### config.mk
export PLATFORM = sky130hd
export DESIGN_NAME = kmds_lane
export DESIGN_NICKNAME = d
export VERILOG_FILES = /design/src/key_matrix_debounce_scanner_unit_assert.svh /design/src/kmds_pkg.sv /design/src/kmds_lane.sv
export SDC_FILE = /design/constraint.sdc
export NUM_CORES = 1
export LEC_CHECK = 0
export BUFFER_PORTS_ARGS = -buffer_cell sky130_fd_sc_hd__clkbuf_2
export CAP_MARGIN = 20
export CORE_ASPECT_RATIO = 0.5
export CORE_UTILIZATION = 29
export CTS_CLUSTER_SIZE = 8
export DETAILED_ROUTE_END_ITERATION = 8
export GPL_TIMING_DRIVEN = 1
export PLACE_DENSITY_LB_ADDON = 0.15
export SLEW_MARGIN = 20
export SYNTH_ARGS = -nofsm -noshare
export SYNTH_HDL_FRONTEND = slang
export SYNTH_SLANG_ARGS = --single-unit
### constraint.sdc
create_clock -name clk -period 11.8 [get_ports clk]
set_input_delay 0.59 -clock clk [delete_from_list [all_inputs] [get_ports clk]]
set_output_delay 0.59 -clock clk [all_outputs]
set_load 0.1 [all_outputs]
### src/key_matrix_debounce_scanner_unit_assert.svh
// Assertion helpers for the key matrix scanner.
// Each macro expects signals named clk and rst_n in the scope where it is used.
`ifndef KEY_MATRIX_DEBOUNCE_SCANNER_UNIT_ASSERT_SVH
`define KEY_MATRIX_DEBOUNCE_SCANNER_UNIT_ASSERT_SVH

// The consequent must hold in the same cycle as the antecedent.
`define KMDS_ASSERT_SAME(label, ante, cons) \
  label: assert property (@(posedge clk) disable iff (!rst_n) (ante) |-> (cons)) \
    else $error("key matrix scanner: same-cycle check failed");

// The consequent must hold in the cycle after the antecedent.
`define KMDS_ASSERT_NEXT(label, ante, cons) \
  label: assert property (@(posedge clk) disable iff (!rst_n) (ante) |=> (cons)) \
    else $error("key matrix scanner: next-cycle check failed");

`endif

### src/kmds_pkg.sv
`default_nettype none
package kmds_pkg;

  localparam int ROWS       = 8;
  localparam int COLS       = 16;
  localparam int TIME_W     = 32;
  localparam int ROW_W      = 3;
  localparam int COL_W      = 4;
  localparam int LVL_W      = 16;
  localparam int ROW_IDX_W  = (ROWS > 1) ? $clog2(ROWS) : 1;
  localparam int CNT_W      = 8;
  localparam int DEB_W      = 16;
  localparam int CFG_IDX_W  = 2;
  localparam int CFG_DATA_W = 16;
  localparam int OUT_TIME_W = 32;

  localparam logic [DEB_W-1:0] DEBOUNCE_RESET = DEB_W'(5);
  localparam logic [CNT_W-1:0] MAX_EV_RESET   = CNT_W'(128);

  typedef enum logic [CFG_IDX_W-1:0] {
    REG_DEBOUNCE_MS = 2'd0,
    REG_MAX_EVENTS  = 2'd1
  } cfg_reg_t;

  // Result of one column lane for the row item just taken.
  typedef struct packed {
    logic fire;
    logic level;
  } lane_res_t;

  // One row item after the lanes, waiting for the event emitter.
  typedef struct packed {
    logic [COLS-1:0]   fire;
    logic [COLS-1:0]   level;
    logic [ROW_W-1:0]  row;
    logic [TIME_W-1:0] stamp;
  } row_item_t;

  typedef struct packed {
    logic [ROW_W-1:0]  key_row;
    logic [COL_W-1:0]  key_column;
    logic              is_pressed;
    logic [TIME_W-1:0] time_ms;
    logic              last;
  } event_t;

endpackage
`default_nettype wire

### src/kmds_lane.sv
`default_nettype none
module kmds_lane (
  input  logic                           clk,
  input  logic                           rst_n,
  input  logic                           take,
  input  logic [kmds_pkg::ROW_IDX_W-1:0] row,
  input  logic                           pressed,
  input  logic [kmds_pkg::TIME_W-1:0]    now,
  input  logic [kmds_pkg::DEB_W-1:0]     debounce,
  output kmds_pkg::lane_res_t            res
);
  import kmds_pkg::*;

  logic [ROWS-1:0]   raw_r,   raw_nxt;
  logic [ROWS-1:0]   stable_r, stable_nxt;
  logic [TIME_W-1:0] stamp_r [ROWS];

  logic              raw_chg;
  logic [TIME_W-1:0] elapsed;
  logic              fire;

  // A raw change restarts the timer, so the elapsed time is then zero.
  assign raw_chg = (pressed != raw_r[row]);
  assign elapsed = raw_chg ? '0 : (now - stamp_r[row]);
  assign fire    = (elapsed >= TIME_W'(debounce)) && (stable_r[row] != pressed);

  assign res.fire  = fire;
  assign res.level = pressed;

  always_comb begin
    raw_nxt    = raw_r;
    stable_nxt = stable_r;
    if (take) begin
      raw_nxt[row] = pressed;
      if (fire) begin
        stable_nxt[row] = pressed;
      end
    end
  end

  always_ff @(posedge clk) begin
    if (!rst_n) begin
      raw_r    <= '0;
      stable_r <= '0;
      for (int r = 0; r < ROWS; r++) begin
        stamp_r[r] <= '0;
      end
    end else begin
      raw_r    <= raw_nxt;
      stable_r <= stable_nxt;
      if (take && raw_chg) begin
        stamp_r[row] <= now;
      end
    end
  end

endmodule
`default_nettype wire

# Word-level counts from Yosys, hierarchy flattened

Memories as Yosys holds them, arrays and structs flattened.
Index checks and enable logic that the tools add are counted.
Widths: inputs -> output; s select.

Register bits: 16
RAM bits: 256
Output and inout bits: 2
Logic and storage cells: 30
Memories kept: 1

$add $sub $neg: 1
$lt $le $gt $ge: 3
Equal/unequal tests: 2
Muxes and demuxes: 16
Reductions and logical operators: 5

Memories:

| memory  | words | width | rd ports | clocked after Yosys merged registers in | wr ports | RTL line        | source |
|---|---|---|---|---|---|---|---|
| stamp_r | 8     | 32    | 1        | 0                                       | 8        | kmds_lane.sv:16 | `logic [TIME_W-1:0] stamp_r [ROWS];` |

Operators by type and width:

| cell               | number |
|---|---|
| $mux 32            | 2 |
| $ge 32x16->1       | 1 |
| $reduce_or 32->1   | 1 |
| $sub 32x32->32     | 1 |
| $bwmux 8           | 2 |
| $mux 1             | 8 |
| $bmux 1 s3         | 2 |
| $lt 3x4->1 const B | 1 |
| $demux 1 s3        | 1 |
| $ge 3x1->1 const B | 1 |
| $logic_and 1x1->1  | 3 |
| $mux 3             | 1 |
| $ne 1x1->1         | 2 |
| $reduce_and 2->1   | 1 |

# Logic depth before layout (Yosys ltp)

Depth after elaboration: 9
Gate-level depth with buffers: 27
Mapped depth without buffers: 24

# Least setup slack after synthesis

No wires, ideal clock.

Kind: input-to-output
Start: input row[0] in the netlist's numbering
End: output res[1] in the netlist's numbering
Arrival time: 6.130 ns
Data required time: 11.210 ns
Slack: 5.080 ns
Stages: 25
Buffers on the path: 4
Path through: clkbuf_1 > nor3b_1 > clkbuf_1 > buf_1 > a22oi_1 > and3_1 > ha_1 > o211ai_1 > a21oi_1 > o21a_1 > or2_2 > a21oi_1 > xor2_1 > nor2_1 > ha_1 > a21oi_1 > nand2_1 > a221oi_1 > o31ai_1 > or4_1 > a2111oi_2 > nand4_1 > nor4_4 > nor2b_1 > buf_4

Cells in the longest elaborated chain, start to end: 6
Elaborated cells between the ends (all ways): 11
Classes of those cells: add/sub: 1; order compare: 1; eq/ne: 2; mux: 5; reduce/logical: 1; memory: 1

RTL lines:

| element                                              | RTL line        | source |
|---|---|---|
| start, declared                                      | kmds_lane.sv:6  | `input logic [kmds_pkg::ROW_IDX_W-1:0] row,` |
| branches (longest 5 deep; another with $mem_v2 8x32) | n/a             |  |
| $logic_and 1x1->1 (*)                                | kmds_lane.sv:25 | `assign fire = (elapsed >= TIME_W'(debounce)) && (stable_r[row] != pressed);` |
| end, declared                                        | kmds_lane.sv:10 | `output kmds_pkg::lane_res_t res` |

Every way passes the cells marked *. The select of a mux whose other input is x is not followed.

==> results_dict.tcl <==
set metrics [dict create \
    grt-ovfl-total 0 \
    numPortBuffers 56 \
    grt_pass1_vias 10325 \
    die_x_um 315 \
    worstSetupPathType "in -> out" \
    hold_path_depth 2 \
    cp.required_ns 11.21 \
    drc 3 \
    combPwrFrac 0.154 \
    cts_root_buf "clkbuf_16" \
    postCtsHoldBufs 0 \
    start_kind "input pin" \
    clockBufferDepth 3 \
    cap_violations 0 \
    p_leak_nw 6.72 \
    worstSkewPairLatency_ns 0.56 \
    place.gp.congestion 0.873 \
    postCtsSetupBuffers 0 \
    synth_xor_area_frac 0.0122 \
    drt_iter0_drc 909 \
    syn-num-nets 1351 \
    report.final.slew_viol_count 0 \
    violations "design-rule violations" \
    final_cell_mix "and3_1, edfxtp_1, a22oi_1" \
    ctsResizeCount 0 \
    status "finished, violations left" \
    cts_sinks 272 \
    io_pins 57 \
    grt_pass1_wl_um 69400 \
    synth_edf_count 256 \
    finalSetupViolCount 0 \
    initial_core_util 0.299 \
    antenna_found_initial 0 \
    grt_usage 0.187 \
    synth_top_family_by_area "simple AND/OR/NAND/NOR gates" \
    drt-total-wl_um 46500 \
    drt_first_pass_iters 7 \
    hold_viol_final 0 \
    p_int_w 0.00183 \
    cts_inserted_buffers 40 \
    dieArea_um2 49900 \
    hp-class "reg -> reg" \
    mostFrequentLayoutCell "and3_1" \
    vias 10574 \
    sw_frac_of_total 0.278 \
    pwr-share-seq 0.436 \
    power_w 0.00254 \
    slew-limit-headroom 0.406 \
    die_h_um 159 \
    ir_worst_vdd_mv 0.0766 \
    h-tree-depth 2 \
    hold_start "stable_r[7]" \
    p_per_area_nw_per_um2 156 \
    routed_via_density 5.54 \
    syn-instance-count 1246 \
    rsz0062_at_grt "no" \
    wl_per_cell_um 24.3 \
    synthSimpleGateAreaFrac 0.193 \
    cts_tree "built" \
    rr_endpoint "stable_r[2]" \
    grt_start_max_net_pins 142 \
    p_sw_w 0.000707 \
    clk_pin_slew_ns 0.05 \
    avgSynthCellArea_um2 11.4 \
    synthFlopType "edfxtp_1" \
    synthMuxAreaShare 0.00705 \
    min_period_ns 7.80 \
    fillers 4651 \
    synth-compound-area-share 0.144 \
    synth_cell_types 57 \
    reg2reg_depth 20 \
    nets 1367 \
    postRouteAntennaNets 0 \
    cp_max_fo 57 \
    core_um2 47600 \
    worstPathArrival_ns 7.21 \
    clock_power_share 0.409 \
    worstMarginPinSlew_ns 0.891 \
    synthAdderAreaFrac 0.0446 \
    async_flop_share 0 \
    netlist_area_um2 14200 \
    fin_skew_ns 0.0225 \
    r2r-start "stamp_r[0][2]" \
    num_antenna_cells 0 \
    r2r_slack_ns 6.07 \
    post-route-period-util 0.661 \
    synth_seq_cells 272 \
    ys.warnings.count 0 \
    clock.fmax_mhz 128 \
    end_kind "primary output" \
    drive_gt1_frac 0.114 \
    holdPathEnd "stable_r[7]" \
    place_hpwl_um 27900 \
    yosysSeqAreaShare 0.564 \
    num_rows 56 \
    finalSetupTns_ns 0 \
    area_delta_synth_final_pct 14.3 \
]
-- worst max-delay path, stage by stage --
cell and delay, ns:
clkbuf_2 0.21, and3_2 0.36, buf_4 0.59, a22o_1 0.22, a221oi_1 0.05, and3_1 0.21, ha_1 0.34, o211ai_1 0.11
a21oi_1 0.28, o21ai_0 0.24, a211oi_1 0.40, nor3_1 0.08, nor3b_1 0.30, ha_1 0.30, and4_1 0.22, a221oi_1 0.31
o31ai_1 0.19, or4_1 0.56, a2111oi_2 0.28, nand4_1 0.18, nor4_4 0.55, nor2b_1 0.14, clkbuf_2 0.40
-- cell families after synthesis --
logic type	count (synthesis)
xor+xnor	19
buf+inv	131
compound gates	282
fa+ha+maj	50
flops	272
mux	10
simple gates	482
-- stage by stage --
stage	worst slack, ns	area [um^2]	hold slack, ns	utilization	instances
CTS	4.00	16200	0.457	0.341	1908
floorplan	5.08	14200	0.434	-	1246
global route	3.53	16200	0.478	0.341	1909
detailed placement	4.02	15100	0.457	0.318	1857
finish	4.00	16200	0.463	0.341	1909
global placement	4.18	15100	0.449	0.318	1857
-- worst max-delay path by stage --
stage	from	end	slack, ns	cells past startpoint
floorplan	row[0]	res[1]	5.08	25
global placement	row[2]	res[1]	4.18	23
detailed placement	row[1]	res[1]	4.02	23
CTS	row[1]	res[1]	4.00	23
global route	row[2]	res[1]	3.53	24
finish	row[1]	res[1]	4.00	23
-- cell type report --
class                   count  area (um^2)  area share
clock buffers              48         1030      0.0635
flip-flops and latches    272         8010       0.493
clock inverters             3         58.8     0.00362
inverters                  28          105     0.00647
repair buffers             77          474      0.0292
well taps                 638          798      0.0492
multi-input cells         843         5770       0.355
-- per-layer routing --
layer,up-vias,global-route usage,wire [um]
li1,4870,-,-
met1,5352,0.285,24000
met2,299,0.267,19000
met3,53,0.0365,2630
met4,0,0.0416,775
met5,-,0,0
-- power groups by stage --
stage          sequential [W]  combinational, W  clock (W)
2_1_floorplan         0.00112          0.000246          0
3_3_place_gp          0.00113          0.000388          0
3_5_place_dp          0.00113          0.000387          0
4_1_cts               0.00111          0.000389    0.00106
5_1_grt               0.00111          0.000430    0.00111
6_report              0.00111          0.000391    0.00104
-- sequential cells by signal (all words and copies together), names as in the netlist --
name / count
stamp_r: 256
raw_r: 8
stable_r: 8
-- cell usage after synthesis (all sizes together), types with 5 or more instances --
library cell | number | area [um^2]
and3 | 286 | 1790
buf | 16 | 83.8
xnor2 | 10 | 87.6
mux2i | 10 | 100
edfxtp | 256 | 7690
a221oi | 32 | 280
a21boi | 9 | 67.6
a31oi | 5 | 31.3
o211ai | 5 | 37.5
a21o | 17 | 128
nor3 | 9 | 45.0
nand3 | 16 | 80.1
o21a | 10 | 75.1
nor3b | 13 | 97.6
dfxtp | 16 | 320
a22oi | 76 | 571
nand2 | 82 | 308
a211oi | 8 | 60.1
xor2 | 9 | 86.3
o21ai | 28 | 140
ha | 49 | 613
inv | 28 | 105
a22o | 30 | 263
nor2 | 35 | 131
a21oi | 42 | 210
nand4 | 11 | 68.8
clkbuf | 87 | 327
or2 | 5 | 31.3
nand2b | 7 | 43.8
No activity file was read; power rests on OpenSTA's default activity.
