## src/key_matrix_debounce_scanner_unit_assert.svh

```systemverilog
// Assertion helpers for the key matrix scanner.
// Each macro expects signals named clk and rst_n in the scope where it is used.
`ifndef KEY_MATRIX_DEBOUNCE_SCANNER_UNIT_ASSERT_SVH
`define KEY_MATRIX_DEBOUNCE_SCANNER_UNIT_ASSERT_SVH

// The consequent must hold in the same cycle as the antecedent.
`define KMDS_ASSERT_SAME(label, ante, cons) \
  label: assert property (@(posedge clk) disable iff (!rst_n) (ante) |-> (cons)) \
    else $error("key matrix scanner: same-cycle check failed");

// The consequent must hold in the cycle after the antecedent.
`define KMDS_ASSERT_NEXT(label, ante, cons) \
  label: assert property (@(posedge clk) disable iff (!rst_n) (ante) |=> (cons)) \
    else $error("key matrix scanner: next-cycle check failed");

`endif

```

## src/kmds_pkg.sv

```systemverilog
`default_nettype none
package kmds_pkg;

  localparam int ROWS       = 8;
  localparam int COLS       = 16;
  localparam int TIME_W     = 32;
  localparam int ROW_W      = 3;
  localparam int COL_W      = 4;
  localparam int LVL_W      = 16;
  localparam int ROW_IDX_W  = (ROWS > 1) ? $clog2(ROWS) : 1;
  localparam int CNT_W      = 8;
  localparam int DEB_W      = 16;
  localparam int CFG_IDX_W  = 2;
  localparam int CFG_DATA_W = 16;
  localparam int OUT_TIME_W = 32;

  localparam logic [DEB_W-1:0] DEBOUNCE_RESET = DEB_W'(5);
  localparam logic [CNT_W-1:0] MAX_EV_RESET   = CNT_W'(128);

  typedef enum logic [CFG_IDX_W-1:0] {
    REG_DEBOUNCE_MS = 2'd0,
    REG_MAX_EVENTS  = 2'd1
  } cfg_reg_t;

  // Result of one column lane for the row item just taken.
  typedef struct packed {
    logic fire;
    logic level;
  } lane_res_t;

  // One row item after the lanes, waiting for the event emitter.
  typedef struct packed {
    logic [COLS-1:0]   fire;
    logic [COLS-1:0]   level;
    logic [ROW_W-1:0]  row;
    logic [TIME_W-1:0] stamp;
  } row_item_t;

  typedef struct packed {
    logic [ROW_W-1:0]  key_row;
    logic [COL_W-1:0]  key_column;
    logic              is_pressed;
    logic [TIME_W-1:0] time_ms;
    logic              last;
  } event_t;

endpackage
`default_nettype wire

```

## src/kmds_merge.sv

```systemverilog
`default_nettype none
module kmds_merge (
  input  logic                       clk,
  input  logic                       rst_n,
  input  logic                       s1_valid,
  input  kmds_pkg::row_item_t        s1_item,
  input  logic [kmds_pkg::CNT_W-1:0] max_events,
  output logic                       s1_take,
  output logic                       out_valid,
  input  logic                       out_ready,
  output kmds_pkg::event_t           ev
);
  import kmds_pkg::*;

  logic              em_valid_r, em_valid_nxt;
  logic [COLS-1:0]   em_mask_r,  em_mask_nxt;
  logic [COLS-1:0]   em_level_r, em_level_nxt;
  logic [ROW_W-1:0]  em_row_r,   em_row_nxt;
  logic [TIME_W-1:0] em_time_r,  em_time_nxt;
  logic [CNT_W-1:0]  cnt_r,      cnt_nxt;
  logic              out_valid_r, out_valid_nxt;
  event_t            ev_r,        ev_nxt;

  logic              cap_ok, out_free, step, emit, last, done, em_free;
  logic [COLS-1:0]   onehot, rest;
  logic [CNT_W-1:0]  cnt_inc;
  logic [COL_W-1:0]  col;

  assign cap_ok   = (cnt_r < max_events);
  assign out_free = !out_valid_r || out_ready;
  // Once the cap is reached the rest of the row is dropped without output.
  assign step     = em_valid_r && (!cap_ok || out_free);
  assign emit     = step && cap_ok;
  assign onehot   = em_mask_r & (~em_mask_r + COLS'(1));
  assign rest     = em_mask_r & ~onehot;
  assign cnt_inc  = cnt_r + CNT_W'(1);
  assign last     = (rest == '0) || (cnt_inc == max_events);
  assign done     = !cap_ok || last;
  assign em_free  = !em_valid_r || (step && done);
  assign s1_take  = em_free && s1_valid;

  always_comb begin
    col = '0;
    for (int c = 0; c < COLS; c++) begin
      if (onehot[c]) begin
        col = col | COL_W'(c);
      end
    end
  end

  always_comb begin
    em_valid_nxt  = em_valid_r;
    em_mask_nxt   = em_mask_r;
    em_level_nxt  = em_level_r;
    em_row_nxt    = em_row_r;
    em_time_nxt   = em_time_r;
    cnt_nxt       = cnt_r;
    out_valid_nxt = out_valid_r;
    ev_nxt        = ev_r;

    if (out_ready) begin
      out_valid_nxt = 1'b0;
    end
    if (emit) begin
      out_valid_nxt     = 1'b1;
      ev_nxt.key_row    = em_row_r;
      ev_nxt.key_column = col;
      ev_nxt.is_pressed = |(onehot & em_level_r);
      ev_nxt.time_ms    = em_time_r;
      ev_nxt.last       = last;
      em_mask_nxt       = rest;
      cnt_nxt           = cnt_inc;
    end
    if (step && done) begin
      em_valid_nxt = 1'b0;
    end
    if (s1_take) begin
      em_valid_nxt = |s1_item.fire;
      em_mask_nxt  = s1_item.fire;
      em_level_nxt = s1_item.level;
      em_row_nxt   = s1_item.row;
      em_time_nxt  = s1_item.stamp;
      if (s1_item.row == '0) begin
        cnt_nxt = '0;
      end
    end
  end

  always_ff @(posedge clk) begin
    if (!rst_n) begin
      em_valid_r  <= 1'b0;
      cnt_r       <= '0;
      out_valid_r <= 1'b0;
    end else begin
      em_valid_r  <= em_valid_nxt;
      cnt_r       <= cnt_nxt;
      out_valid_r <= out_valid_nxt;
    end
  end

  always_ff @(posedge clk) begin
    em_mask_r  <= em_mask_nxt;
    em_level_r <= em_level_nxt;
    em_row_r   <= em_row_nxt;
    em_time_r  <= em_time_nxt;
    ev_r       <= ev_nxt;
  end

  assign out_valid = out_valid_r;
  assign ev        = ev_r;

endmodule
`default_nettype wire

```

## config.mk

```make
export PLATFORM = sky130hd
export DESIGN_NAME = kmds_merge
export DESIGN_NICKNAME = d
export VERILOG_FILES = /design/src/key_matrix_debounce_scanner_unit_assert.svh /design/src/kmds_pkg.sv /design/src/kmds_merge.sv
export SDC_FILE = /design/constraint.sdc
export NUM_CORES = 1
export LEC_CHECK = 0
export ABC_AREA = 0
export BUFFER_PORTS_ARGS = -buffer_cell sky130_fd_sc_hd__buf_2
export CAP_MARGIN = 20
export CORE_MARGIN = 5
export CORE_UTILIZATION = 53
export CTS_BUF_LIST = sky130_fd_sc_hd__clkbuf_16
export DETAILED_ROUTE_END_ITERATION = 12
export PLACE_DENSITY = 0.85
export SLEW_MARGIN = 20
export SYNTH_ARGS = -nofsm -noshare
export SYNTH_HDL_FRONTEND = slang
export SYNTH_SLANG_ARGS = --single-unit
```

## constraint.sdc

```tcl
create_clock -name clk -period 5 [get_ports clk]
set_input_delay 1 -clock clk [delete_from_list [all_inputs] [get_ports clk]]
set_output_delay 1 -clock clk [all_outputs]
set_load 0.005 [all_outputs]
```

# Yosys cells after proc, flatten, opt, wreduce, memory -nomap -nowiden
# Cells that the tools add are included.
# totals
register_bits,118
in_bits,79
out_inout_bits,43
elab_cells,68
# op_classes
add_sub_neg,2
order_cmp,1
eq_ne,1
n_mux,22
bitwise,5
reduce_logical,22
# ops
operator,n
$and A16 B16 Y16,3
$mux W16,2
$not A16 Y16,2
$reduce_or A16 Y1,2
$mux W4,6
$mux W8,3
$add A16 B1 Y16 const B,1
$logic_not A16 Y1,1
$mux W3,4
$add A8 B1 Y8 const B,1
$eq A8 B8 Y1,1
$lt A8 B8 Y1,1
$reduce_or A8 Y1,1
$reduce_bool A2 Y1,3
$logic_or A1 B1 Y1,5
$mux W1,5
$logic_and A1 B1 Y1,4
$mux W2,2
$reduce_or A4 Y1,1
$logic_not A1 Y1,3
$logic_not A3 Y1,1
$reduce_or A2 Y1,1

# Logic depth before layout (Yosys ltp)
# Gate-level depths: netlist (run 1).
# depth
ltp_word,16
mapped_depth,11
mapped_depth_nobuf,9

# Worst setup path before layout (run 1)
# Ideal clock, no wire load.
# synth_timing
path_kind,input -> register
start,input port max_events[3] in the netlist's numbering
end,register em_mask_r[0] (enable)
setup_ns,0.368
arrival_ns,4.194
required_time_ns,4.632
path_slack_ns,0.438
path_stages,6
path_cell_list,inv_1 -> ha_1 -> a2111oi_0 -> a21oi_1 -> nor3_2 -> a21o_1
# synth_between
elab_cells_between_ends,12
# synth_lines
element,line_no,rtl
start: declaration,kmds_merge.sv:7,"input logic [kmds_pkg::CNT_W-1:0] max_events,"
$lt A8 B8 Y1 (*),kmds_merge.sv:29,assign cap_ok = (cnt_r < max_events);
$logic_not A1 Y1,kmds_merge.sv:32,assign step = em_valid_r && (!cap_ok || out_free);
$logic_or A1 B1 Y1,kmds_merge.sv:32,
$logic_and A1 B1 Y1,kmds_merge.sv:32,
$logic_and A1 B1 Y1 (*),kmds_merge.sv:33,assign emit = step && cap_ok;
net emit,kmds_merge.sv:24,"logic cap_ok, out_free, step, emit, last, done, em_free;"
$reduce_bool A2 Y1 (no source line) (*),-,
end signal: assignment,kmds_merge.sv:102,em_mask_r <= em_mask_nxt;
end: declaration,kmds_merge.sv:16,"logic [COLS-1:0] em_mask_r, em_mask_nxt;"
# Mark *: on every way through the listed nets, which the timed path passes. The rest lies on a longest branch.
# A chain may end at the register's enable or synchronous reset.

# Worst setup path in the final report (run 1)
# layout_timing
start,input port max_events[3] in the netlist's numbering
end,output port s1_take
# layout_between
elab_chain_cells,7
elab_cells_between_ends,10
# layout_lines
element,line_no,rtl
$lt A8 B8 Y1,kmds_merge.sv:29,
$logic_not A1 Y1,"kmds_merge.sv:32, kmds_merge.sv:38",
$logic_or A1 B1 Y1,kmds_merge.sv:32,
$logic_and A1 B1 Y1,kmds_merge.sv:32,
$logic_and A1 B1 Y1 (*),kmds_merge.sv:39,assign em_free = !em_valid_r || (step && done);
$logic_or A1 B1 Y1 (*),kmds_merge.sv:39,
$logic_and A1 B1 Y1 (*),kmds_merge.sv:40,assign s1_take = em_free && s1_valid;
end: declaration,kmds_merge.sv:8,"output logic s1_take,"
# Mark *: on every way between the ends. The rest lies on a longest branch, timed or not.

==> metrics list, run 1 <==
- Longest Clk Path Bufs: 2
- Of the total synthesized cell area, the portion taken by AND, OR, NAND and NOR gates is 10.3%.
* Flop-to-flop setup slack: 1.69 ns
* Antenna violations before repair: 0
- After clock tree synthesis, the clock-pin slew on the worst setup and hold paths is 0.05 ns.
* Clk_lat worst skew: 0.40 ns
- Counting I/O delays and the setup requirement, the final critical path takes roughly 4 ns.
* Worst Setup SP: max_events[3]
- After detailed routing, the average wire length per cell comes to 16.3 um.
- Once the clock tree was built, the setup fixing pass inserted 0 buffers.
- After synthesis, flip-flops and latches occupy 68.1% of the total area.
- Synth warnings: 0
- The post-route netlist has about a third of its cells at a drive strength greater than 1.
* CTS Root Buffer Type: clkbuf_16
- Maximum number of pins on one net before global-route repair: 52
- Share of flip-flops with an asynchronous set or reset: 0%
- Die Footprint: 11600 sq um
- End-of-flow core utilization: between 60% and 70%
- The analysis attributes to cell leakage a power of about 2.5 nW.
- Synthesis instantiated 60 different standard cells from the library.
* Cell types with the largest area share after synthesis: edfxtp_1, dfxtp_1, ha_1, nor2_1, inv_1
* Adder-cell share of the synthesized area: 2.23%
* Number of design-rule violations left by the first detailed-router iteration: 164
- Required arrival time at the worst endpoint: 4.00 ns
- Worst Path Max Fanout: 4
- Vias in the first global route: 3325
- Synth top cells by count: edfxtp_1, nor2_1, inv_1, nand2_1, o21ai_0
- Headroom to the max-slew limit came out at 53.1%.
- Worst reg2reg path endpoint: em_row_r[0]
- Wires add up to approximately 10000 um.
- Routed vias: 3375
- Cts hold-fix bufs: 0
- Counting every net in the synthesized netlist gives between 400 and 500.
* Num CTS Buffers: 17
* Post-detailed-route count of antenna-violating nets: 0
* Hold Violations, Final: 0
- During I/O placement, the number of pins put on the boundary was approximately 120.
- In this run the number of H-tree levels came out at 4.
* CTS tree: done
* Maximum achievable frequency: 0.251 GHz
* Classification of the worst-slack hold path: flop to flop
- Among all flip-flop cells after synthesis, the most frequent one is edfxtp_1.
* Compound-Gate Fraction of Synth Area: 9.52%
* Count of endpoints failing setup in the final report: 0
- Hold Startpoint: em_time_r[19]
- Counting instances, the worst hold path has a depth of 0.
- The worst setup path is captured at a primary output.
* Largest area contributor in the synthesized netlist: edfxtp_1
* Number of antenna repair diodes: 0
- Global Route met3 Usage: 6.78%
* Critical path type: primary input to primary output
- The clock drives 118 sinks.
- RSZ-0062 raised after global routing: false
- Gates resized, CTS repair: 0
- TNS Setup: 0 ns
- The synthesized design contains 118 register bits.
- Measured against the total synthesized area, the mux share comes to about 3.4%.
- Capture endpoint of the worst hold path: ev[20]
- For this run, the total global-route usage over all layers was measured as 18.8%.
- STA classifies the critical path startpoint as a primary input.
* Per-cell via count in the routed design: 5.37
* Maximum ir drop on the vdd rail: 225 uV
* Crit path DAT: about 3 ns
- In the global route stage, met2 resource usage came out at 29.8%.
- Total congestion overflow: 0
* Total number of placement rows: 35
- For this run, the detailed router's first-pass iteration total came to 5.
* PortBufs: 121
* Count of final max-slew check failures: 0
- In the routed design, unresolved DRC markers number 0.
- For this design the ratio of total power to cell area is just over 400 nW/um^2.
- The cell count after synthesis came out at 360.
- Worst R2R Path Depth: 7
- After layout, the worst path uses between 70% and 80% of the clock period.
* Global-route wire length before repair: 16500 um
- Detailed placer's ending HPWL: 7370 um
- The startpoint identified for the worst register-to-register timing path is em_mask_r[1].
- After the last flow step, the layout net total stands at 575.
* Max_cap viols: 0
- Die Y-Extent: 108 um
- The total area inside the core boundary comes to 9280 sq um.
- For met1 alone, demand over resource in global routing was 23.5%.
- The most common cell in the synthesized netlist is edfxtp_1.
* Starting Density: 54.5%
- Xor and xnor fraction of the mapped netlist area: 2.60%
- The die is roughly 110 um wide.
- The synthesized design contains 108 enable-type register cells.
- The area growth from synthesis to layout is 25.1%.
- Tightest Pin Transition: 0.703 ns
* Post-Syn Area: between 5000 and 6000 sq um
- Peak-usage layer in the global routing report: met2
- A synthesized cell averages 14.1 sq um.
* Dominant combinational cell family by area after synthesis: simple AND/OR/NAND/NOR gates
* Status: finished, final reports clean
* Placer Congestion: around 0.87
- Layout Skew: 0.0136 ns
- Fraction of synthesized cell area taken by the top area cell type: 64.1%
## layout make-up
| cell class | instances | area [sq um] |
|---|---|---|
| multi-input combinational | 202 | 1430 |
| fill | 675 | 2960 |
| inverter | 24 | 90.1 |
| sequential | 118 | 3440 |
| tap | 129 | 161 |
| clock inverter | 14 | 153 |
| timing repair buffer | 124 | 628 |
| clock buffer | 17 | 425 |
## flip-flops by register name, summed over array words and instances (netlist names)
register    flops
em_valid_r      1
em_level_r     16
ev             41
cnt_r           8
em_row_r        3
out_valid       1
em_mask_r      16
em_time_r      32
## per-layer routing
metal / part of all wire (%) / up-vias / wire [um]
met5: 0 / - / 0
met2: 48 / 159 / 4910
met1: 41 / 1575 / 4210
met4: 2.1 / 0 / 214
li1: - / 1617 / -
met3: 9.0 / 24 / 926
## cells by family after synthesis
kind of cell	Yosys count
XOR/XNOR	15
multiplexers	15
AO/OA/AOI/OAI	67
flip-flops	118
buffers and inverters	40
AND/OR/NAND/NOR	96
adder cells (fa/ha/maj)	9
## critical path, cell delays in order
cell and delay, ns:
buf_2 0.10, inv_1 0.04, ha_1 0.30, a2111oi_0 0.43, a21oi_1 0.21, or2_2 0.35, o21ai_0 0.22, a31o_1 0.17
inv_2 0.05, buf_2 0.12
## placed cells by master (no fill, tap or decap), drive strengths merged, types with 2 or more instances in the layout
cell      instances
nand2            18
dfxtp            10
edfxtp          108
nand3             8
nor2             30
a211oi            3
o31a              2
xor2              5
nand4             5
o31ai             3
a32oi             2
nor4              9
ha                9
or4b              2
a21oi            14
o21ai            16
a2111oi           3
mux2i             5
nor2b             7
bufinv            2
a21boi            5
clkbuf           17
o211ai            2
clkinvlp          4
inv              26
or3               2
o311ai            2
o21a              2
mux2             10
xnor2            10
nor3              7
buf             124
o22ai             2
clkinv            6
## power breakdown
part           switching [W]  internal (W)  total (W)
clock               0.000424      0.000733    0.00116
combinational       0.000116     0.0000994   0.000215
sequential         0.0000637       0.00117    0.00123
## through the flow
step / power, W / instances / instance area, sq um / hold WS (ns) / worst slack [ns]
2_1_floorplan: 0.00137 / 360 / 5060 / 0.400 / 0.438
3_3_place_gp: 0.00145 / 597 / 5750 / 0.400 / 1.06
3_5_place_dp: 0.00146 / 597 / 5750 / 0.405 / 0.970
4_1_cts: 0.00263 / 628 / 6330 / 0.414 / 0.970
5_1_grt: 0.00271 / 628 / 6330 / 0.423 / 0.706
6_report: 0.00260 / 628 / 6330 / 0.412 / 1.01
## how the worst max path moves through the flow
stage,end,slack (ns)
after floorplan,em_mask_r[0],0.44
after global placement,s1_take,1.06
after detailed placement,s1_take,0.97
after CTS,s1_take,0.97
after global routing,s1_take,0.71
final,s1_take,1.01
Note: power is estimated with default switching activity, not from simulation.
==> run 2: changes to the inputs <==
--- a/config.mk
+++ b/config.mk
@@ -5,7 +5,7 @@
 export SDC_FILE = /design/constraint.sdc
 export NUM_CORES = 1
 export LEC_CHECK = 0
-export ABC_AREA = 0
+export ABC_AREA = 1
 export BUFFER_PORTS_ARGS = -buffer_cell sky130_fd_sc_hd__buf_2
 export CAP_MARGIN = 20
 export CORE_MARGIN = 5
==> constraint.sdc (replaced) <==
create_clock -name clk -period 4 [get_ports clk]
set_input_delay 0.8 -clock clk [delete_from_list [all_inputs] [get_ports clk]]
set_output_delay 0.8 -clock clk [all_outputs]
set_load 0.005 [all_outputs]
==> run 2 against run 1 <==
Against the previous run: first-iteration DRC count increased by 85%; non-clock buffer count unchanged; count of clock-buffer cells in the layout unchanged; setup slack got worse by 0.38 ns; synthesized cell count increased by 29%; global-route usage increased by 0.64 points; final cell count increased by 19%; core utilization increased by 0.75 points; critical path type is now flop to primary output.
==> metrics list, run 2 <==
* Status: finished, final reports clean
- Worst reg2reg path endpoint: em_level_r[1]
* Cts hold-fix bufs: 0
- Antenna violations before repair: 0
- Once detailed placement completed, the half-perimeter wirelength came to 7730 um.
- Of all flip-flops after synthesis, the portion carrying an async set or reset was 0%.
- Worst R2R Path Depth: 12
- Leaving out fill and tap cells, the most frequent cells in the layout are buf_2, nand2_1, edfxtp_1, inv_1, nand3_1.
* Shortest period the worst path allows: roughly 3.4 ns
- Num CTS Buffers: 17
* Flop-to-flop setup slack: 1.04 ns
- The synthesized design contains 118 register bits.
* Total number of placement rows: 35
* Core box area: between 9000 and 10000 sq um
- The floorplan step set the die width to 108 um.
- Total track usage: between 10% and 20%
- Combinational group share of total power: 11.9%
- The H-tree was split into 4 levels.
- The worst hold path begins at em_time_r[9].
- Power share of the sequential group: 46.7%
* Maximum number of pins on one net before global-route repair: 52
- Most frequent cell after synthesis: nand2_1
- Capture endpoint of the worst hold path: ev[10]
- Longest Clk Path Bufs: 2
* Routed vias: 3738
- Top Ports: 122
- Max_cap viols: 0
- Synth top cells by count: nand2_1, edfxtp_1, inv_1, nand3_1, nor2_1
- Count of final max-slew check failures: 0
- CP endpoint kind: primary output
- Clk_lat worst skew: 0.40 ns
* Gates resized, CTS repair: 0
* Share of cells above drive strength 1: ~28%
* Total wirelength of the detailed-routed design: about 11000 um
- TNS Setup: 0 ns
- Per-cell via count in the routed design: between 5 and 6
- Crit path DAT: 2.57 ns
- Classification of the worst-slack hold path: flop to flop
- At the pin with the least slew margin, the transition time is ~0.65 ns.
* Hold Violations, Final: 0
- PortBufs: 121
- Clock slew at the register clock pins of the worst setup and hold paths: 0.05 ns
- Area delta synth->final: 25.8%
- By area the synthesized netlist is led by edfxtp_1, nand2_1, inv_1, nand3_1, dfxtp_1.
- Routed wirelength normalized by instance count: 14.3 um
- At the end of routability-driven placement, the weighted congestion stood at 0.935.
- The number of global-route vias before repair came to 3646.
- Post-detailed-route count of antenna-violating nets: 0
- Number of antenna repair diodes: 0
* Die Y-Extent: 108 um
- Static timing analysis puts the maximum clock frequency at 0.297 GHz.
* Kind of start point of the critical path: flop
- Number of library cell types mapped by synthesis: 35
- For this run, the leading register cell type out of synthesis is edfxtp_1.
- Measured against its own limit, the worst slew margin works out to 56.7%.
- LEAKAGE: 2.91 nW
* Switching power of the nets: 0.000862 W
- TritonCTS built the clock tree.
* Number of detailed-routing iterations run before antenna repair: 5
- The most critical setup path has its startpoint at em_mask_r[1].
- WHS Path Cells: 0
- Most common cell after layout, fill and taps aside: buf_2
- Switching share of total power: 25.6%
- Final period utilization: around 84%
- The internal power of the cells totals 0.00250 W.
- Fraction of synthesized cell area taken by the top area cell type: 63.8%
- Cells after synthesis: 466
- Post-Syn Area: 5090 sq um
- Critical path type: flop to primary output
- Summed over all layers, the global routing overflow is 0.
- TritonCTS Sinks: 118
- Clock skew on the completed layout was measured at between 0.01 and 0.015 ns.
* Final worst hold slack: 0.413 ns
- Portion of total power attributed to the clock network: 41.4%
- End-of-flow core utilization: slightly below 70%
* Count of endpoints failing setup in the final report: 0
- Global-route wire length before repair: between 15000 and 20000 um
- Synth warnings: 0
- Sequential element share of the synthesized area: between 60% and 70%
* Number of enable flip-flop cells after synthesis: 108
- The largest total area in the synthesized netlist belongs to edfxtp_1.
* Number of buffers inserted to repair setup after CTS: 0
- The floorplan step defined a die boundary enclosing 11700 sq um.
- Total power density per cell area: 526 nW/um^2
- The worst register-to-register path begins at em_mask_r[1].
- At the worst endpoint, the required time is about 3.2 ns.
- DRC Markers: 0
- The register with the most flip-flops in the layout has about 40 of them.
- Maximum ir drop on the vdd rail: 285 uV
- Syn Area/Cell: approximately 11 sq um
- RSZ-0062 raised after global routing: false
- CTS Root Buffer Type: clkbuf_16
- In this run, the number of DRC markers left after iteration 0 of detailed routing was 303.
* Worst Path Max Fanout: 18
- Post-synth net total: ~550
- Starting Density: approximately 55%
* Final nets: 692
-- run 2: cell types whose count changed after synthesis, moves of 6 or more --
| cell | delta |
|---|---|
| clkbuf_1 | -6 |
| inv_1 | +38 |
| mux2_2 | -7 |
| nand3_1 | +36 |
| nand2_1 | +101 |
| nor2b_1 | -7 |
| xnor2_1 | -10 |
| nor2_1 | +6 |
-- run 2: cell type report --
class / instances / area, sq um
Clock buffer: 17 / 425
Inverter: 67 / 251
Fill cell: 688 / 2890
Tap cell: 129 / 161
Timing Repair Buffer: 124 / 628
Multi-Input combinational cell: 276 / 1360
Clock inverter: 15 / 129
Sequential cell: 118 / 3440
-- run 2: power groups by stage --
| stage | Combinational (W) | Clock, W | Sequential [W] |
|---|---|---|---|
| 2_1_floorplan | 0.000249 | 0 | 0.00158 |
| 3_3_place_gp | 0.000384 | 0 | 0.00159 |
| 3_5_place_dp | 0.000398 | 0 | 0.00159 |
| 4_1_cts | 0.000404 | 0.00142 | 0.00157 |
| 5_1_grt | 0.000457 | 0.00147 | 0.00159 |
| 6_report | 0.000402 | 0.00139 | 0.00157 |
-- run 2: logic make-up (layout without fill, tap and decap cells) --
logic type      after synthesis  in the layout  share of synthesized area (%)
fa+ha+maj                     9              9                           2.21
flops                       118            118                           67.7
simple gates                233            233                           20.8
buf+inv                      72            223                           5.56
compound gates               34             34                           3.76
-- run 2: metrics by stage --
step	power (W)	worst slack [ns]	cell area, sq um	cells
floorplan	0.00183	0.640	5090	466
global placement	0.00197	0.862	5840	714
detailed placement	0.00199	0.774	5840	714
CTS	0.00339	0.613	6400	746
global route	0.00352	0.407	6400	746
finish	0.00337	0.630	6400	746
-- run 2: worst max path at each step --
stage | end | slack, ns | cells after the start
2_1_floorplan | s1_take | 0.64 | 12
3_3_place_gp | s1_take | 0.86 | 11
3_5_place_dp | s1_take | 0.77 | 11
4_1_cts | s1_take | 0.61 | 12
5_1_grt | s1_take | 0.41 | 14
6_report | s1_take | 0.63 | 12
-- run 2: critical path: stages (launching register included) --
cell and delay [ns]:
edfxtp_1 0.46, nor2_4 0.24, nand3b_1 0.19, o21ai_0 0.27, nand2_1 0.08, nor2_1 0.13
nand3_1 0.13, nand2_2 0.11, nand2_4 0.07, nand2_8 0.11, nand2_4 0.16, inv_2 0.10
buf_2 0.11
-- run 2: per-layer routing --
metal | vias to the layer above | GRT usage (%) | share of wire [%]
li1 | 1863 | - | -
met3 | 18 | 5.85 | 7.0
met1 | 1687 | 25.6 | 44
met5 | - | 0 | 0
met4 | 0 | 7.21 | 1.5
met2 | 170 | 30.8 | 48
==> run 3: changes to the inputs <==
--- a/config.mk
+++ b/config.mk
@@ -5,14 +5,14 @@
 export SDC_FILE = /design/constraint.sdc
 export NUM_CORES = 1
 export LEC_CHECK = 0
-export ABC_AREA = 1
+export ABC_AREA = 0
 export BUFFER_PORTS_ARGS = -buffer_cell sky130_fd_sc_hd__buf_2
 export CAP_MARGIN = 20
 export CORE_MARGIN = 5
-export CORE_UTILIZATION = 53
+export CORE_UTILIZATION = 48
 export CTS_BUF_LIST = sky130_fd_sc_hd__clkbuf_16
 export DETAILED_ROUTE_END_ITERATION = 12
-export PLACE_DENSITY = 0.85
+export PLACE_DENSITY = 0.82
 export SLEW_MARGIN = 20
 export SYNTH_ARGS = -nofsm -noshare
 export SYNTH_HDL_FRONTEND = slang
==> constraint.sdc (replaced) <==
create_clock -name clk -period 3 [get_ports clk]
set_input_delay 0.6 -clock clk [delete_from_list [all_inputs] [get_ports clk]]
set_output_delay 0.6 -clock clk [all_outputs]
set_load 0.005 [all_outputs]
==> run 3 against run 2 <==
Against the previous run: the run now ends with negative setup slack left; setup slack lost 0.78 ns; combinational power grew 22%; first-iteration DRC count fell by 34%; critical endpoint unchanged.
==> metrics list, run 3 (synthesis results as in run 1) <==
* Status: finished with violations
- The checks that failed: negative setup slack.
- VDD sags by at most 514 uV.
- For this run the aggregate overflow at the end of global routing stands at 0.
* Cts hold-fix bufs: 0
* RSZ-0062 raised after global routing: true
* CP endpoint kind: primary output
- The min-delay analysis places its worst path in the category primary input to flop.
- Num CTS Buffers: 17
- Row generation in the floorplan step produced 37 rows.
* Final period utilization: 105%
* CTS Root Buffer Type: clkbuf_16
- Count of endpoints failing setup in the final report: 1
* Longest Clk Path Bufs: 2
- Number of design-rule violations left by the first detailed-router iteration: 199
* Top Ports: 122
* Clock slew at the register clock pins of the worst setup and hold paths: 0.06 ns
- Once the floorplan was initialized, standard cells occupied roughly 50% of the core.
* CTS tree: done
- The top cell types in the final layout, fill and taps aside, are buf_2, edfxtp_1, buf_4, nor2_1, inv_1.
* TritonCTS Sinks: 118
- After detailed routing, the total wire length is around 12000 um.
- Layout Skew: between 0.015 and 0.02 ns
- Die Footprint: approximately 13000 sq um
- Die Width: 113 um
- Max reg flops: 41
* Placer Congestion: 0.932
* Number of H-tree levels: 4
* Max_cap viols: 0
- Core box area: 10300 sq um
- Final worst hold slack: around 0.36 ns
- Antenna violations before repair: 0
* Hold Startpoint: s1_item[4]
- Most common cell after layout, fill and taps aside: buf_2
* Count of final max-slew check failures: 0
* Die Y-Extent: ~110 um
* Maximum achievable frequency: roughly 0.32 GHz
* PortBufs: 121
- DRC Markers: 0
* Shortest period the worst path allows: 3.15 ns
- The number of global-route vias before repair is between 3000 and 4000.
- Capture endpoint of the worst hold path: em_time_r[4]
- Overall power consumption after layout is estimated at 0.00463 W.
* Number of detailed-routing iterations run before antenna repair: 5
- Per-cell via count in the routed design: approximately 5.3
- Worst reg2reg path endpoint: em_mask_r[14]
* Critical register-to-register path startpoint: em_mask_r[0]
* Detailed placer's ending HPWL: a little over 8000 um
- Hold Violations, Final: 0
- In the final design database the tool counted ~600 nets.
- The area growth from synthesis to layout is 33.7%.
- Remaining max-slew budget at the tightest pin: 57.8%
- Counting cells, the worst reg-to-reg path comes to 8.
* Critical path type: flop to primary output
* Maximum number of pins on one net before global-route repair: 31
- Kind of start point of the critical path: flop
- The setup check on the worst reg-to-reg path leaves a slack of 0.18 ns.
* Worst-case setup margin in the final layout: -0.148 ns
- Cells fill 65.5% of the core in the end.
- Crit path DAT: 2.55 ns
* Worst Setup SP: em_mask_r[0]
- Number of antenna repair diodes: 0
- The later pin in the worst-skew pair is clocked with a latency of 0.42 ns.
- Total power density per cell area: 685 nW/um^2
- Total track usage: 19.2%
- For the pin with the worst max-slew slack, the measured transition is 0.627 ns.
- Routed wirelength normalized by instance count: 17.8 um
- Data on the critical path is required at its endpoint by 2.40 ns.
- LEAKAGE: 2.65 nW
- Global-route wire length before repair: about 19000 um
- The routed layout has around 3600 vias.
- Of all nets on the critical path, the largest fanout is 4.
- Cells with a size suffix above 1 make up 42.6% of the layout.
- WHS Path Cells: 1
- Once detail routing completed, the nets flagged for antenna violations numbered 0.
run 3: changes by cell type in the layout (fill, tap and decap cells not counted), moves of 6 or more:
cell	delta
buf_4	+29
inv_1	-43
mux2_2	+7
nand2_1	-101
nand3_1	-36
nor2_1	-6
nor2b_1	+7
xnor2_1	+10
run 3: critical path: stages, from the launching register on:
cell and delay, ns:
edfxtp_1 0.47, or4_4 0.63, o31ai_4 0.20, a21oi_2 0.07, nand4b_1 0.23, a31o_1 0.30
clkinvlp_4 0.12, buf_6 0.10
run 3: worst max path at each step:
stage	to	slack, ns	cells past startpoint
2_1_floorplan	s1_take	-0.27	11
3_3_place_gp	s1_take	0.09	8
3_5_place_dp	s1_take	-0.02	8
4_1_cts	s1_take	-0.12	7
5_1_grt	s1_take	-0.29	7
6_report	s1_take	-0.15	7
run 3: final cells by class:
cell class	count	area [sq um]
sequential	118	3450
multi-input combinational	202	1540
clock inverter	15	203
inverter	24	104
clock buffer	17	425
tap	136	170
fill	754	3560
timing repair buffer	154	872
run 3: repair_timing:
item,in CTS,in global routing
pin swaps,5,2
resized for setup,11,2
setup buffers,7,1
cloned,0,0
setup endpoints to repair,1,1
run 3: where the power goes:
part / internal (W) / switching (W) / total [W]
Sequential: 0.00194 / 0.0000692 / 0.00201
Clock: 0.00139 / 0.000736 / 0.00213
Combinational: 0.000226 / 0.000264 / 0.000490
Total: 0.00356 / 0.00107 / 0.00463
run 3: per-stage QoR:
step / area, sq um / setup WS, ns / TNS, ns / cells
floorplan: 5160 / -0.272 / -12.23 / 360
global placement: 6030 / 0.0895 / 0 / 626
detailed placement: 6030 / -0.0240 / -0.666 / 626
CTS: 6740 / -0.124 / -0.124 / 665
global route: 6760 / -0.291 / -0.291 / 666
finish: 6760 / -0.148 / -0.148 / 666
run 3: metal layers:
metal / global-route usage (%) / up-vias / wire (um)
met3: 7.28 / 20 / 1080
met4: 5.53 / 0 / 153
met5: 0 / - / 0
met1: 22.3 / 1704 / 4580
li1: - / 1676 / -
met2: 33.1 / 162 / 6030
